$ cat src/design/bounded_deque_with_index_access_core_macros.svh
`ifndef BOUNDED_DEQUE_WITH_INDEX_ACCESS_CORE_MACROS_SVH
`define BOUNDED_DEQUE_WITH_INDEX_ACCESS_CORE_MACROS_SVH

// same-cycle implication, sampled on clock, off during reset
`define BDQ_ASSERT_NOW(label, ante, cons, msg) \
   label: assert property (@(posedge clock) disable iff (reset) (ante) |-> (cons)) \
      else $error(msg);

// next-cycle implication, sampled on clock, off during reset
`define BDQ_ASSERT_NEXT(label, ante, cons, msg) \
   label: assert property (@(posedge clock) disable iff (reset) (ante) |=> (cons)) \
      else $error(msg);

`endif

$ cat src/design/bdq_pkg.sv
`timescale 1ns / 1ps

package bdq_pkg;

   localparam int DATA_BITS      = 32;
   localparam int MODE_BITS      = 4;
   localparam int POS_BITS       = 4;
   localparam int STATUS_BITS    = 2;
   localparam int COUNT_BITS     = 5;
   localparam int DEF_CAPACITY   = 16;
   localparam int DEF_VALUE_BITS = 32;

   typedef enum logic [MODE_BITS-1:0] {
      MODE_APPEND     = 4'd0,
      MODE_PREPEND    = 4'd1,
      MODE_POP_FRONT  = 4'd2,
      MODE_POP_BACK   = 4'd3,
      MODE_PEEK_FRONT = 4'd4,
      MODE_PEEK_BACK  = 4'd5,
      MODE_READ       = 4'd6,
      MODE_WRITE      = 4'd7,
      MODE_SEARCH     = 4'd8
   } mode_type;

   typedef enum logic [STATUS_BITS-1:0] {
      STATUS_OK    = 2'd0,
      STATUS_EMPTY = 2'd1,
      STATUS_RANGE = 2'd2,
      STATUS_FULL  = 2'd3
   } status_type;

   typedef struct packed {
      logic shift_left;
      logic shift_right;
   } cell_ctrl_type;

endpackage

$ cat src/design/bounded_deque_with_index_access_core.sv
`timescale 1ns / 1ps
// front requests (prepend, pop/peek front), error results and unknown modes: the result is
//   registered in the done state, then moved to the output register once it is free
// back, indexed, append and search requests rotate the cell chain once in the scan state,
//   one step per cycle, and then pass their result on through the done state
// a finished result waits in the output register while the next request is taken
// synchronous reset empties the deque and clears the handshake; cell contents are not cleared

module bounded_deque_with_index_access_core import bdq_pkg::*; #(
   parameter int CAPACITY   = DEF_CAPACITY,
   parameter int VALUE_BITS = DEF_VALUE_BITS
) (
   input  logic                          clock,
   input  logic                          reset,
   input  logic                          req_valid,
   output logic                          req_ready,
   input  logic [MODE_BITS-1:0]          req_mode,
   input  logic signed [DATA_BITS-1:0]   req_value,
   input  logic [POS_BITS-1:0]           req_position,
   output logic                          rsp_valid,
   input  logic                          rsp_ready,
   output logic signed [DATA_BITS-1:0]   rsp_data,
   output logic [STATUS_BITS-1:0]        rsp_status,
   output logic                          rsp_found,
   output logic [POS_BITS-1:0]           rsp_found_position,
   output logic [COUNT_BITS-1:0]         rsp_count
);

`include "bounded_deque_with_index_access_core_macros.svh"

   localparam int IDX_W = $clog2(CAPACITY);
   localparam int CNT_W = $clog2(CAPACITY + 1);
   localparam int CMP_W = CNT_W + POS_BITS;
   localparam logic [CNT_W-1:0] CAP_CNT  = CNT_W'(CAPACITY);
   localparam logic [IDX_W-1:0] LAST_IDX = IDX_W'(CAPACITY - 1);

   typedef enum logic [2:0] {
      ST_IDLE = 3'b001,
      ST_SCAN = 3'b010,
      ST_DONE = 3'b100
   } state_type;

   state_type             state_ff, state_in;
   logic [IDX_W-1:0]      step_ff, step_in;
   mode_type              op_ff, op_in;
   logic [CNT_W-1:0]      tgt_ff, tgt_in;
   logic [VALUE_BITS-1:0] val_ff, val_in;
   logic [CNT_W-1:0]      count_ff, count_in;
   logic [DATA_BITS-1:0]  res_data_ff, res_data_in;
   status_type            res_status_ff, res_status_in;
   logic                  res_found_ff, res_found_in;
   logic [POS_BITS-1:0]   res_fpos_ff, res_fpos_in;
   logic                  rsp_valid_ff, rsp_valid_in;
   logic [DATA_BITS-1:0]  rsp_data_ff, rsp_data_in;
   status_type            rsp_status_ff, rsp_status_in;
   logic                  rsp_found_ff, rsp_found_in;
   logic [POS_BITS-1:0]   rsp_fpos_ff, rsp_fpos_in;
   logic [COUNT_BITS-1:0] rsp_count_ff, rsp_count_in;

   cell_ctrl_type         cell_ctrl;
   logic [VALUE_BITS-1:0] head_in;
   logic [VALUE_BITS-1:0] tail_in;
   logic [VALUE_BITS-1:0] cell_q [CAPACITY];

   logic [VALUE_BITS-1:0] store_val;
   logic [DATA_BITS-1:0]  head_data;
   logic                  is_full;
   logic                  no_entries;
   logic                  pos_beyond;
   logic                  step_last;
   logic                  step_hit;
   logic [CNT_W-1:0]      step_cnt;

   // cell chain: position 0 at the front
   for (genvar i = 0; i < CAPACITY; i++) begin : g_cell
      logic [VALUE_BITS-1:0] prev_d;
      logic [VALUE_BITS-1:0] next_d;
      if (i == 0) begin : g_first
         assign prev_d = head_in;
      end else begin : g_inner_prev
         assign prev_d = cell_q[i-1];
      end
      if (i == CAPACITY - 1) begin : g_last
         assign next_d = tail_in;
      end else begin : g_inner_next
         assign next_d = cell_q[i+1];
      end
      bdq_cell #(
         .VALUE_BITS(VALUE_BITS)
      ) u_cell (
         .clock    (clock),
         .ctrl     (cell_ctrl),
         .from_prev(prev_d),
         .from_next(next_d),
         .q        (cell_q[i])
      );
   end

   assign store_val  = VALUE_BITS'(req_value);
   assign head_data  = DATA_BITS'(signed'(cell_q[0]));
   assign is_full    = (count_ff == CAP_CNT);
   assign no_entries = (count_ff == '0);
   assign pos_beyond = (CMP_W'(req_position) >= CMP_W'(count_ff));
   assign step_last  = (step_ff == LAST_IDX);
   assign step_cnt   = CNT_W'(step_ff);
   assign step_hit   = (step_cnt == tgt_ff);

   always_comb begin
      state_in      = state_ff;
      step_in       = step_ff;
      op_in         = op_ff;
      tgt_in        = tgt_ff;
      val_in        = val_ff;
      count_in      = count_ff;
      res_data_in   = res_data_ff;
      res_status_in = res_status_ff;
      res_found_in  = res_found_ff;
      res_fpos_in   = res_fpos_ff;
      rsp_valid_in  = rsp_valid_ff;
      rsp_data_in   = rsp_data_ff;
      rsp_status_in = rsp_status_ff;
      rsp_found_in  = rsp_found_ff;
      rsp_fpos_in   = rsp_fpos_ff;
      rsp_count_in  = rsp_count_ff;
      cell_ctrl     = '0;
      head_in       = store_val;
      tail_in       = cell_q[0];

      if (rsp_valid_ff && rsp_ready) begin
         rsp_valid_in = 1'b0;
      end

      case (state_ff)
         ST_IDLE: begin
            if (req_valid) begin
               op_in         = mode_type'(req_mode);
               val_in        = store_val;
               step_in       = '0;
               tgt_in        = '0;
               res_data_in   = '0;
               res_status_in = STATUS_OK;
               res_found_in  = 1'b0;
               res_fpos_in   = '0;
               state_in      = ST_DONE;
               case (mode_type'(req_mode))
                  MODE_APPEND: begin
                     if (is_full) begin
                        res_status_in = STATUS_FULL;
                     end else begin
                        tgt_in   = count_ff;
                        state_in = ST_SCAN;
                     end
                  end
                  MODE_PREPEND: begin
                     if (is_full) begin
                        res_status_in = STATUS_FULL;
                     end else begin
                        cell_ctrl.shift_right = 1'b1;
                        count_in = count_ff + 1'b1;
                     end
                  end
                  MODE_POP_FRONT, MODE_PEEK_FRONT: begin
                     if (no_entries) begin
                        res_status_in = STATUS_EMPTY;
                     end else begin
                        res_data_in = head_data;
                        if (mode_type'(req_mode) == MODE_POP_FRONT) begin
                           cell_ctrl.shift_left = 1'b1;
                           count_in = count_ff - 1'b1;
                        end
                     end
                  end
                  MODE_POP_BACK, MODE_PEEK_BACK: begin
                     if (no_entries) begin
                        res_status_in = STATUS_EMPTY;
                     end else begin
                        tgt_in   = count_ff - 1'b1;
                        state_in = ST_SCAN;
                     end
                  end
                  MODE_READ, MODE_WRITE: begin
                     if (no_entries) begin
                        res_status_in = STATUS_EMPTY;
                     end else if (pos_beyond) begin
                        res_status_in = STATUS_RANGE;
                     end else begin
                        tgt_in   = CNT_W'(req_position);
                        state_in = ST_SCAN;
                     end
                  end
                  MODE_SEARCH: begin
                     state_in = ST_SCAN;
                  end
                  default: begin
                  end
               endcase
            end
         end
         ST_SCAN: begin
            // rotate by one: the back cell takes the front one or the value written
            cell_ctrl.shift_left = 1'b1;
            step_in = step_last ? '0 : step_ff + 1'b1;
            case (op_ff)
               MODE_APPEND: begin
                  if (step_hit) begin
                     tail_in = val_ff;
                  end
                  if (step_last) begin
                     count_in = count_ff + 1'b1;
                  end
               end
               MODE_WRITE: begin
                  if (step_hit) begin
                     tail_in = val_ff;
                  end
               end
               MODE_POP_BACK: begin
                  if (step_hit) begin
                     res_data_in = head_data;
                  end
                  if (step_last) begin
                     count_in = count_ff - 1'b1;
                  end
               end
               MODE_PEEK_BACK, MODE_READ: begin
                  if (step_hit) begin
                     res_data_in = head_data;
                  end
               end
               MODE_SEARCH: begin
                  if (!res_found_ff && (step_cnt < count_ff) && (cell_q[0] == val_ff)) begin
                     res_found_in = 1'b1;
                     res_fpos_in  = POS_BITS'(step_ff);
                  end
               end
               default: begin
               end
            endcase
            if (step_last) begin
               state_in = ST_DONE;
            end
         end
         ST_DONE: begin
            if (!rsp_valid_ff || rsp_ready) begin
               rsp_valid_in  = 1'b1;
               rsp_data_in   = res_data_ff;
               rsp_status_in = res_status_ff;
               rsp_found_in  = res_found_ff;
               rsp_fpos_in   = res_fpos_ff;
               rsp_count_in  = COUNT_BITS'(count_ff);
               state_in      = ST_IDLE;
            end
         end
         default: begin
            state_in = ST_IDLE;
         end
      endcase
   end

   always_ff @(posedge clock) begin
      if (reset) begin
         state_ff     <= ST_IDLE;
         count_ff     <= '0;
         rsp_valid_ff <= 1'b0;
      end else begin
         state_ff     <= state_in;
         count_ff     <= count_in;
         rsp_valid_ff <= rsp_valid_in;
      end
   end

   always_ff @(posedge clock) begin
      step_ff       <= step_in;
      op_ff         <= op_in;
      tgt_ff        <= tgt_in;
      val_ff        <= val_in;
      res_data_ff   <= res_data_in;
      res_status_ff <= res_status_in;
      res_found_ff  <= res_found_in;
      res_fpos_ff   <= res_fpos_in;
      rsp_data_ff   <= rsp_data_in;
      rsp_status_ff <= rsp_status_in;
      rsp_found_ff  <= rsp_found_in;
      rsp_fpos_ff   <= rsp_fpos_in;
      rsp_count_ff  <= rsp_count_in;
   end

   assign req_ready          = (state_ff == ST_IDLE);
   assign rsp_valid          = rsp_valid_ff;
   assign rsp_data           = rsp_data_ff;
   assign rsp_status         = rsp_status_ff;
   assign rsp_found          = rsp_found_ff;
   assign rsp_found_position = rsp_fpos_ff;
   assign rsp_count          = rsp_count_ff;

   `BDQ_ASSERT_NOW(a_count_bound, 1'b1, count_ff <= CAP_CNT, "entry count above capacity")
   `BDQ_ASSERT_NEXT(a_scan_ends, (state_ff == ST_SCAN) && step_last, (state_ff == ST_DONE) && (step_ff == '0), "rotation did not end after one full turn")
   `BDQ_ASSERT_NOW(a_full_count, (state_ff == ST_DONE) && (res_status_ff == STATUS_FULL), count_ff == CAP_CNT, "full status with room left")
   `BDQ_ASSERT_NEXT(a_result_moves, (state_ff == ST_DONE) && (!rsp_valid_ff || rsp_ready), rsp_valid_ff && (state_ff == ST_IDLE), "finished result not moved to output")
   `BDQ_ASSERT_NOW(a_found_ok, rsp_valid_ff && rsp_found_ff, (rsp_status_ff == STATUS_OK) && (rsp_data_ff == '0), "search hit with bad status or data")

endmodule

$ cat src/design/bdq_cell.sv
`timescale 1ns / 1ps

module bdq_cell import bdq_pkg::*; #(
   parameter int VALUE_BITS = DEF_VALUE_BITS
) (
   input  logic                  clock,
   input  cell_ctrl_type         ctrl,
   input  logic [VALUE_BITS-1:0] from_prev,
   input  logic [VALUE_BITS-1:0] from_next,
   output logic [VALUE_BITS-1:0] q
);

   logic [VALUE_BITS-1:0] q_ff;
   logic [VALUE_BITS-1:0] q_in;

   always_comb begin
      q_in = q_ff;
      if (ctrl.shift_left) begin
         q_in = from_next;
      end else if (ctrl.shift_right) begin
         q_in = from_prev;
      end
   end

   always_ff @(posedge clock) begin
      q_ff <= q_in;
   end

   assign q = q_ff;

endmodule

$ cat config.mk
export PLATFORM = sky130hd
export DESIGN_NAME = bounded_deque_with_index_access_core
export DESIGN_NICKNAME = d
export VERILOG_FILES = /design/src/design/bdq_pkg.sv /design/src/design/bounded_deque_with_index_access_core.sv /design/src/design/bdq_cell.sv
export VERILOG_INCLUDE_DIRS = /design/src /design/src/design
export SDC_FILE = /design/constraint.sdc
export NUM_CORES = 1
export LEC_CHECK = 0
export BUFFER_PORTS_ARGS = -buffer_cell sky130_fd_sc_hd__clkbuf_2
export CORE_UTILIZATION = 35
export CTS_CLUSTER_SIZE = 20
export DETAILED_ROUTE_END_ITERATION = 8
export PLACE_DENSITY = 0.51
export SYNTH_ARGS = -nofsm -noshare
export SYNTH_HDL_FRONTEND = slang
export SYNTH_SLANG_ARGS = --single-unit
$ cat constraint.sdc
create_clock -name clock -period 13.7 [get_ports clock]
set_input_delay 0.685 -clock clock [delete_from_list [all_inputs] [get_ports clock]]
set_output_delay 0.685 -clock clock [all_outputs]
set_load 0.005 [all_outputs]
==> results.py, run 1 <==
metrics = {
    "timing": {
        "setup_viol": 0,
        "max_freq_mhz": 192.7,
        "min_period_ps": 5188,
        "finClkSkew_ps": 25.76,
        "hold_viol": 0,
        "fin_setup_tns_ps": 0,
        "fin_worst_hold_slack_ps": 270.2,
        "tightest_slew_ps": 1181,
        "max_slew_margin": 0.2124,
        "slew_viol_final": 0,
        "finalCritPeriodShare": 0.3787,
        "rsz0062_at_grt": "no",
    },
    "min_path": {
        "hold_path_depth": 1,
        "hold_start": "req_value[25]",
        "hold_path.class": "input pin to flip-flop",
        "min_to": "val_ff[25]",
    },
    "global_routing": {
        "grtUsageTotal": 0.1254,
        "antenna_found_initial": 1,
        "grt-ovfl-total": 0,
        "grt_pass1_vias": 13650,
        "grt_max_degree": 210,
        "grt_pass1_wl_um": 79500,
    },
    "cts": {
        "post_cts_buffers": 0,
        "clock_path_buffers": 3,
        "cts_tree": "yes",
        "cts_resized": 0,
        "root_buffer": "clkbuf_16",
        "cts-buffers-inserted": 74,
        "cts.clk_slew.worst_paths_ps": 60,
        "insertion_delay_ps": 610,
        "htree_levels": 3,
        "clock_sinks": 649,
        "cts_hold_buf": 0,
    },
    "synth": {
        "synth_area_leader_cell": "edfxtp_1",
        "synthSimpleGateAreaFrac": 0.03036,
        "synth_xor_area_frac": 0.01421,
        "yosys_warnings": 0,
        "synth_top_family_by_area": "multiplexers",
        "synth_seq_cells": 649,
        "syn_inst": 1547,
        "ys.flop_type": "edfxtp_1",
        "syn-num-nets": 1602,
        "netlist_top_cells_area": "edfxtp_1, mux2_1, mux2_2, buf_6, mux2i_1",
        "synth_enable_flop_cells": 640,
        "synthMuxAreaShare": 0.2084,
        "synth_compound_area_frac": 0.01665,
        "synthDistinctLibCells": 52,
        "synthArstFlopShare": 0,
        "syn_avg_cell_area_um2": 17.93,
        "mappedNetlistArea_um2": 27730,
        "ys_seq_area_frac": 0.6995,
        "yosys.area.top_type_share": 0.6930,
        "synth_adder_area_share": 0.005324,
    },
    "floorplanning": {
        "coreArea_um2": 77980,
        "die_h_um": 283.5,
        "start_util": 0.3556,
        "design.portCount": 90,
        "rows": 102,
        "die_area_um2": 80360,
        "die_w_um": 283.5,
    },
    "final_layout": {
        "regArea_um2": 19400,
        "syn2layout_area_growth_pct": 12.78,
        "multi_input_area_um2": 7680,
        "stdcell_count": 2745,
        "drive_above_1_share": 0.2305,
        "mostFrequentLayoutCell": "edfxtp_1",
        "fin_util": 0.4011,
        "diodes": 0,
        "fin_nets": 1703,
        "final_cell_mix": "edfxtp_1, mux2_1, mux2_2, clkbuf_2, clkbuf_16",
        "nFillCells": 7014,
    },
    "routing": {
        "drcViolationCount": 0,
        "wirelength_um": 50250,
        "wire_per_inst_um": 18.31,
        "dr.pass1.iters": 5,
        "drtIter0Drc": 1013,
        "ant_nets": 0,
        "viasPerCell": 4.758,
        "via_count": 13060,
    },
    "critical_path": {
        "critical_path_class": "flip-flop to flip-flop",
        "arrival_ps": 5540,
        "rrSetupSlack_ps": 8510,
        "cp-end-kind": "flip-flop",
        "required_ps": 14060,
        "rr_worst_depth": 8,
        "setup.worst_path.start_class": "flip-flop",
        "r2r_start": "count_ff[0]",
        "path_max_fanout": 209,
        "r2r_end": "g_cell[2].u_cell.q[1]",
    },
    "power": {
        "total_power_mw": 4.205,
        "power_density_nw_per_um2": 134.4,
        "irDropWorstVdd_mv": 0.08599,
        "power_leakage_nw": 10.58,
    },
    "run": {
        "drv_cap": 0,
    },
    "placed_design": {
        "place.gp.congestion": 0.7946,
        "dpl.cell_count": 2612,
        "dp_hpwl_um": 29420,
        "io_buffers": 89,
    },
    "outcome": {
        "status": "complete, no violations",
    },
}
==> cells by family after synthesis <==
family | after synthesis
DFF | 649
muxes | 517
and+or+nand+nor | 159
buffers and inverters | 88
AOI/OAI and AO/OA | 77
xor gates and xnor gates | 45
adders and majority gates | 12
==> registers in the layout (all words and copies together), names as in the netlist, 3 cells and up <==
name and flops:
rsp_count 5, tgt_ff 5, g_cell.u_cell.q 512, step_ff 4
rsp_found_position 4, rsp_data 32, res_data_ff 32, val_ff 32
res_fpos_ff 4, op_ff 4, count_ff 5, state_ff 3
==> worst max-delay path by stage <==
stage | startpoint | cells past startpoint | slack, ps | end
detailed placement | count_ff[0] | 8 | 8500 | g_cell[14].u_cell.q[0]
CTS | count_ff[0] | 8 | 8490 | g_cell[3].u_cell.q[29]
global route | count_ff[0] | 8 | 8080 | g_cell[4].u_cell.q[0]
global placement | count_ff[0] | 8 | 8570 | g_cell[13].u_cell.q[29]
finish | count_ff[0] | 8 | 8510 | g_cell[2].u_cell.q[1]
floorplan | req_mode[1] | 4 | 550 | g_cell[0].u_cell.q[0]
==> cell usage after synthesis, drive strengths merged (7+ instances only) <==
master and count:
nand3 9, mux2 483, clkbuf 13, and3 8, nor3 8, xor2 7
nor2b 33, mux2i 34, ha 11, buf 64, inv 11, nand2 45
nor2 23, o21ai 43, a21oi 14, edfxtp 640, dfxtp 9, nand4 10
xnor2 38
==> final cells by class <==
cell class,count,share of cell area
Sequential cell,649,0.6202
Multi-Input combinational cell,810,0.2455
Clock buffer,93,0.06249
Tap cell,1040,0.04161
Timing Repair Buffer,102,0.01856
Clock inverter,40,0.01024
Inverter,11,0.001320
==> where the power goes <==
group | switching [mW] | internal [mW] | total [mW]
clock | 0.785 | 1.09 | 1.87
combinational | 0.0627 | 0.0353 | 0.0979
sequential | 0.0210 | 2.21 | 2.23
==> critical path, cell delays in order, from the launching register on <==
cell	delay, ps
dfxtp_1	370
inv_1	160
ha_1	180
or4b_4	520
a41oi_4	470
buf_12	740
buf_4	950
buf_4	890
mux2_2	420
==> routing by layer <==
layer	routed length, um	share of wire	track usage
met2	22670	0.45	0.1916
met1	24460	0.49	0.1770
met5	11	0.00022	0
met4	1288	0.026	0.04014
met3	1817	0.036	0.02733
==> through the flow <==
stage | instance area, um^2 | worst slack [ps]
2_1_floorplan | 27730 | 548.2
3_3_place_gp | 29000 | 8574
3_5_place_dp | 29000 | 8500
4_1_cts | 31280 | 8491
5_1_grt | 31280 | 8084
6_report | 31280 | 8512
Power figures use the tool's default switching activity.
==> inputs of run 2 (changes only) <==
--- a/config.mk
+++ b/config.mk
@@ -10,7 +10,7 @@
 export CORE_UTILIZATION = 35
 export CTS_CLUSTER_SIZE = 20
 export DETAILED_ROUTE_END_ITERATION = 8
-export PLACE_DENSITY = 0.51
+export PLACE_DENSITY = 0.49
 export SYNTH_ARGS = -nofsm -noshare
 export SYNTH_HDL_FRONTEND = slang
 export SYNTH_SLANG_ARGS = --single-unit
==> constraint.sdc (replaced) <==
create_clock -name clock -period 4.9 [get_ports clock]
set_input_delay 0.245 -clock clock [delete_from_list [all_inputs] [get_ports clock]]
set_output_delay 0.245 -clock clock [all_outputs]
set_load 0.005 [all_outputs]
==> run 2 against run 1 <==
Effect of this change:
- sequential cell count unchanged
- via count increased by 1.9%
- sequential share of layout area decreased by 1.3 points
- maximum frequency increased by 66%
- count of clock-buffer cells in the layout decreased by 9
- largest power group unchanged
==> results.py, run 2 (synthesis gave the netlist of run 1 again) <==
metrics = {
    "outcome": {
        "status": "complete, no violations",
    },
    "final_layout": {
        "multi_input_area_um2": 7689,
        "design_area_um2": 31960,
        "mostFrequentLayoutCell": "edfxtp_1",
        "syn2layout_area_growth_pct": 15.26,
        "regArea_um2": 19400,
        "fin_util": 0.4099,
        "nFillCells": 7021,
        "drive_above_1_share": 0.2334,
        "largest_register_ffs": 512,
        "final_cell_mix": "edfxtp_1, mux2_1, mux2_2, clkbuf_2, clkbuf_16",
        "fin_nets": 1753,
    },
    "placed_design": {
        "dpl_cell_area_um2": 29150,
        "dp_hpwl_um": 31170,
        "pre_cts_ws_ps": 1725,
        "io_buffers": 89,
        "place.gp.congestion": 0.7725,
    },
    "floorplanning": {
        "rows": 102,
        "die_area_um2": 80360,
        "start_util": 0.3556,
        "die_h_um": 283.5,
        "design.portCount": 90,
        "coreArea_um2": 77980,
        "die_w_um": 283.5,
    },
    "cts": {
        "clock_path_buffers": 3,
        "insertion_delay_ps": 600,
        "htree_levels": 3,
        "cts_resized": 0,
        "cts_hold_buf": 41,
        "cts-buffers-inserted": 74,
        "root_buffer": "clkbuf_16",
        "post_cts_buffers": 0,
        "clock_sinks": 649,
        "cts_tree": "yes",
        "cts.clk_slew.worst_paths_ps": 60,
    },
    "global_routing": {
        "grtUsageTotal": 0.1263,
        "grt_pass1_vias": 13930,
        "grt_max_degree": 142,
        "grt-ovfl-total": 0,
        "grt_pass1_wl_um": 80540,
        "antenna_found_initial": 4,
    },
    "timing": {
        "finClkSkew_ps": 32.01,
        "slew_viol_final": 0,
        "hold_viol": 0,
        "max_freq_mhz": 320.8,
        "max_slew_margin": 0.3905,
        "fin_setup_tns_ps": 0,
        "fin_ws_ps": 1782,
        "setup_viol": 0,
        "tightest_slew_ps": 914.2,
        "finalCritPeriodShare": 0.6362,
        "min_period_ps": 3118,
        "rsz0062_at_grt": "no",
    },
    "routing": {
        "viasPerCell": 4.758,
        "wire_per_inst_um": 18.09,
        "ant_nets": 0,
        "dr.pass1.iters": 5,
        "wirelength_um": 50610,
        "drcViolationCount": 0,
        "via_count": 13310,
        "drtIter0Drc": 864,
    },
    "critical_path": {
        "arrival_ps": 3450,
        "rrSetupSlack_ps": 1780,
        "critical_path_class": "flip-flop to flip-flop",
        "r2r_end": "g_cell[3].u_cell.q[30]",
        "cp-end-kind": "flip-flop",
        "rr_worst_depth": 6,
        "required_ps": 5230,
        "r2r_start": "count_ff[1]",
        "path_max_fanout": 141,
        "setup.worst_path.start_class": "flip-flop",
    },
    "run": {
        "drv_cap": 0,
    },
    "min_path": {
        "hold_path.class": "input pin to flip-flop",
        "min_to": "op_ff[0]",
        "hold_path_depth": 1,
        "hold_start": "req_mode[0]",
    },
    "power": {
        "total_power_mw": 12.00,
        "power_density_nw_per_um2": 375.4,
        "irDropWorstVdd_mv": 0.1836,
        "power_leakage_nw": 10.89,
    },
}
run 2: worst max path at each step:
stage	start	endpoint	slack, ps	cells past startpoint
global placement	count_ff[0]	g_cell[6].u_cell.q[12]	1790	6
CTS	count_ff[0]	g_cell[3].u_cell.q[10]	1720	6
floorplan	count_ff[0]	g_cell[0].u_cell.q[0]	1100	5
global route	count_ff[0]	g_cell[3].u_cell.q[10]	1580	6
finish	count_ff[1]	g_cell[3].u_cell.q[30]	1780	6
detailed placement	count_ff[0]	g_cell[6].u_cell.q[12]	1730	6
run 2: power breakdown:
group	internal [mW]	switching, mW	total [mW]
logic	0.123	0.182	0.306
clock network	3.28	2.17	5.45
registers	6.18	0.0578	6.24
run 2: final cells by class:
cell class | instances | area share
clock inverter | 51 | 0.01390
inverter | 11 | 0.001292
clock buffer | 84 | 0.06111
sequential | 649 | 0.6069
timing repair buffer | 152 | 0.03547
antenna | 1 | 0.00007829
tap | 1040 | 0.04071
multi-input combinational | 810 | 0.2405
run 2: critical path, stage by stage, from the launching register on:
cell and delay (ps):
dfxtp_1 360, inv_1 170, ha_1 190, or4b_4 510
a41oi_4 510, buf_12 520, mux2_2 420
run 2: per-layer routing:
metal	up-vias	routed length [um]	global-route usage
met4	4	1155	0.04459
met3	81	2104	0.02741
met5	-	23	0
li1	6311	-	-
met2	201	23120	0.1953
met1	6717	24210	0.1750
run 2: stage by stage:
step | instances | hold WS, ps
final | 2798 | 59.89
after global routing | 2798 | 48.86
after CTS | 2797 | 14.25
after detailed placement | 2621 | 405.6
after global placement | 2621 | 401.4
after floorplan | 1547 | 343.9
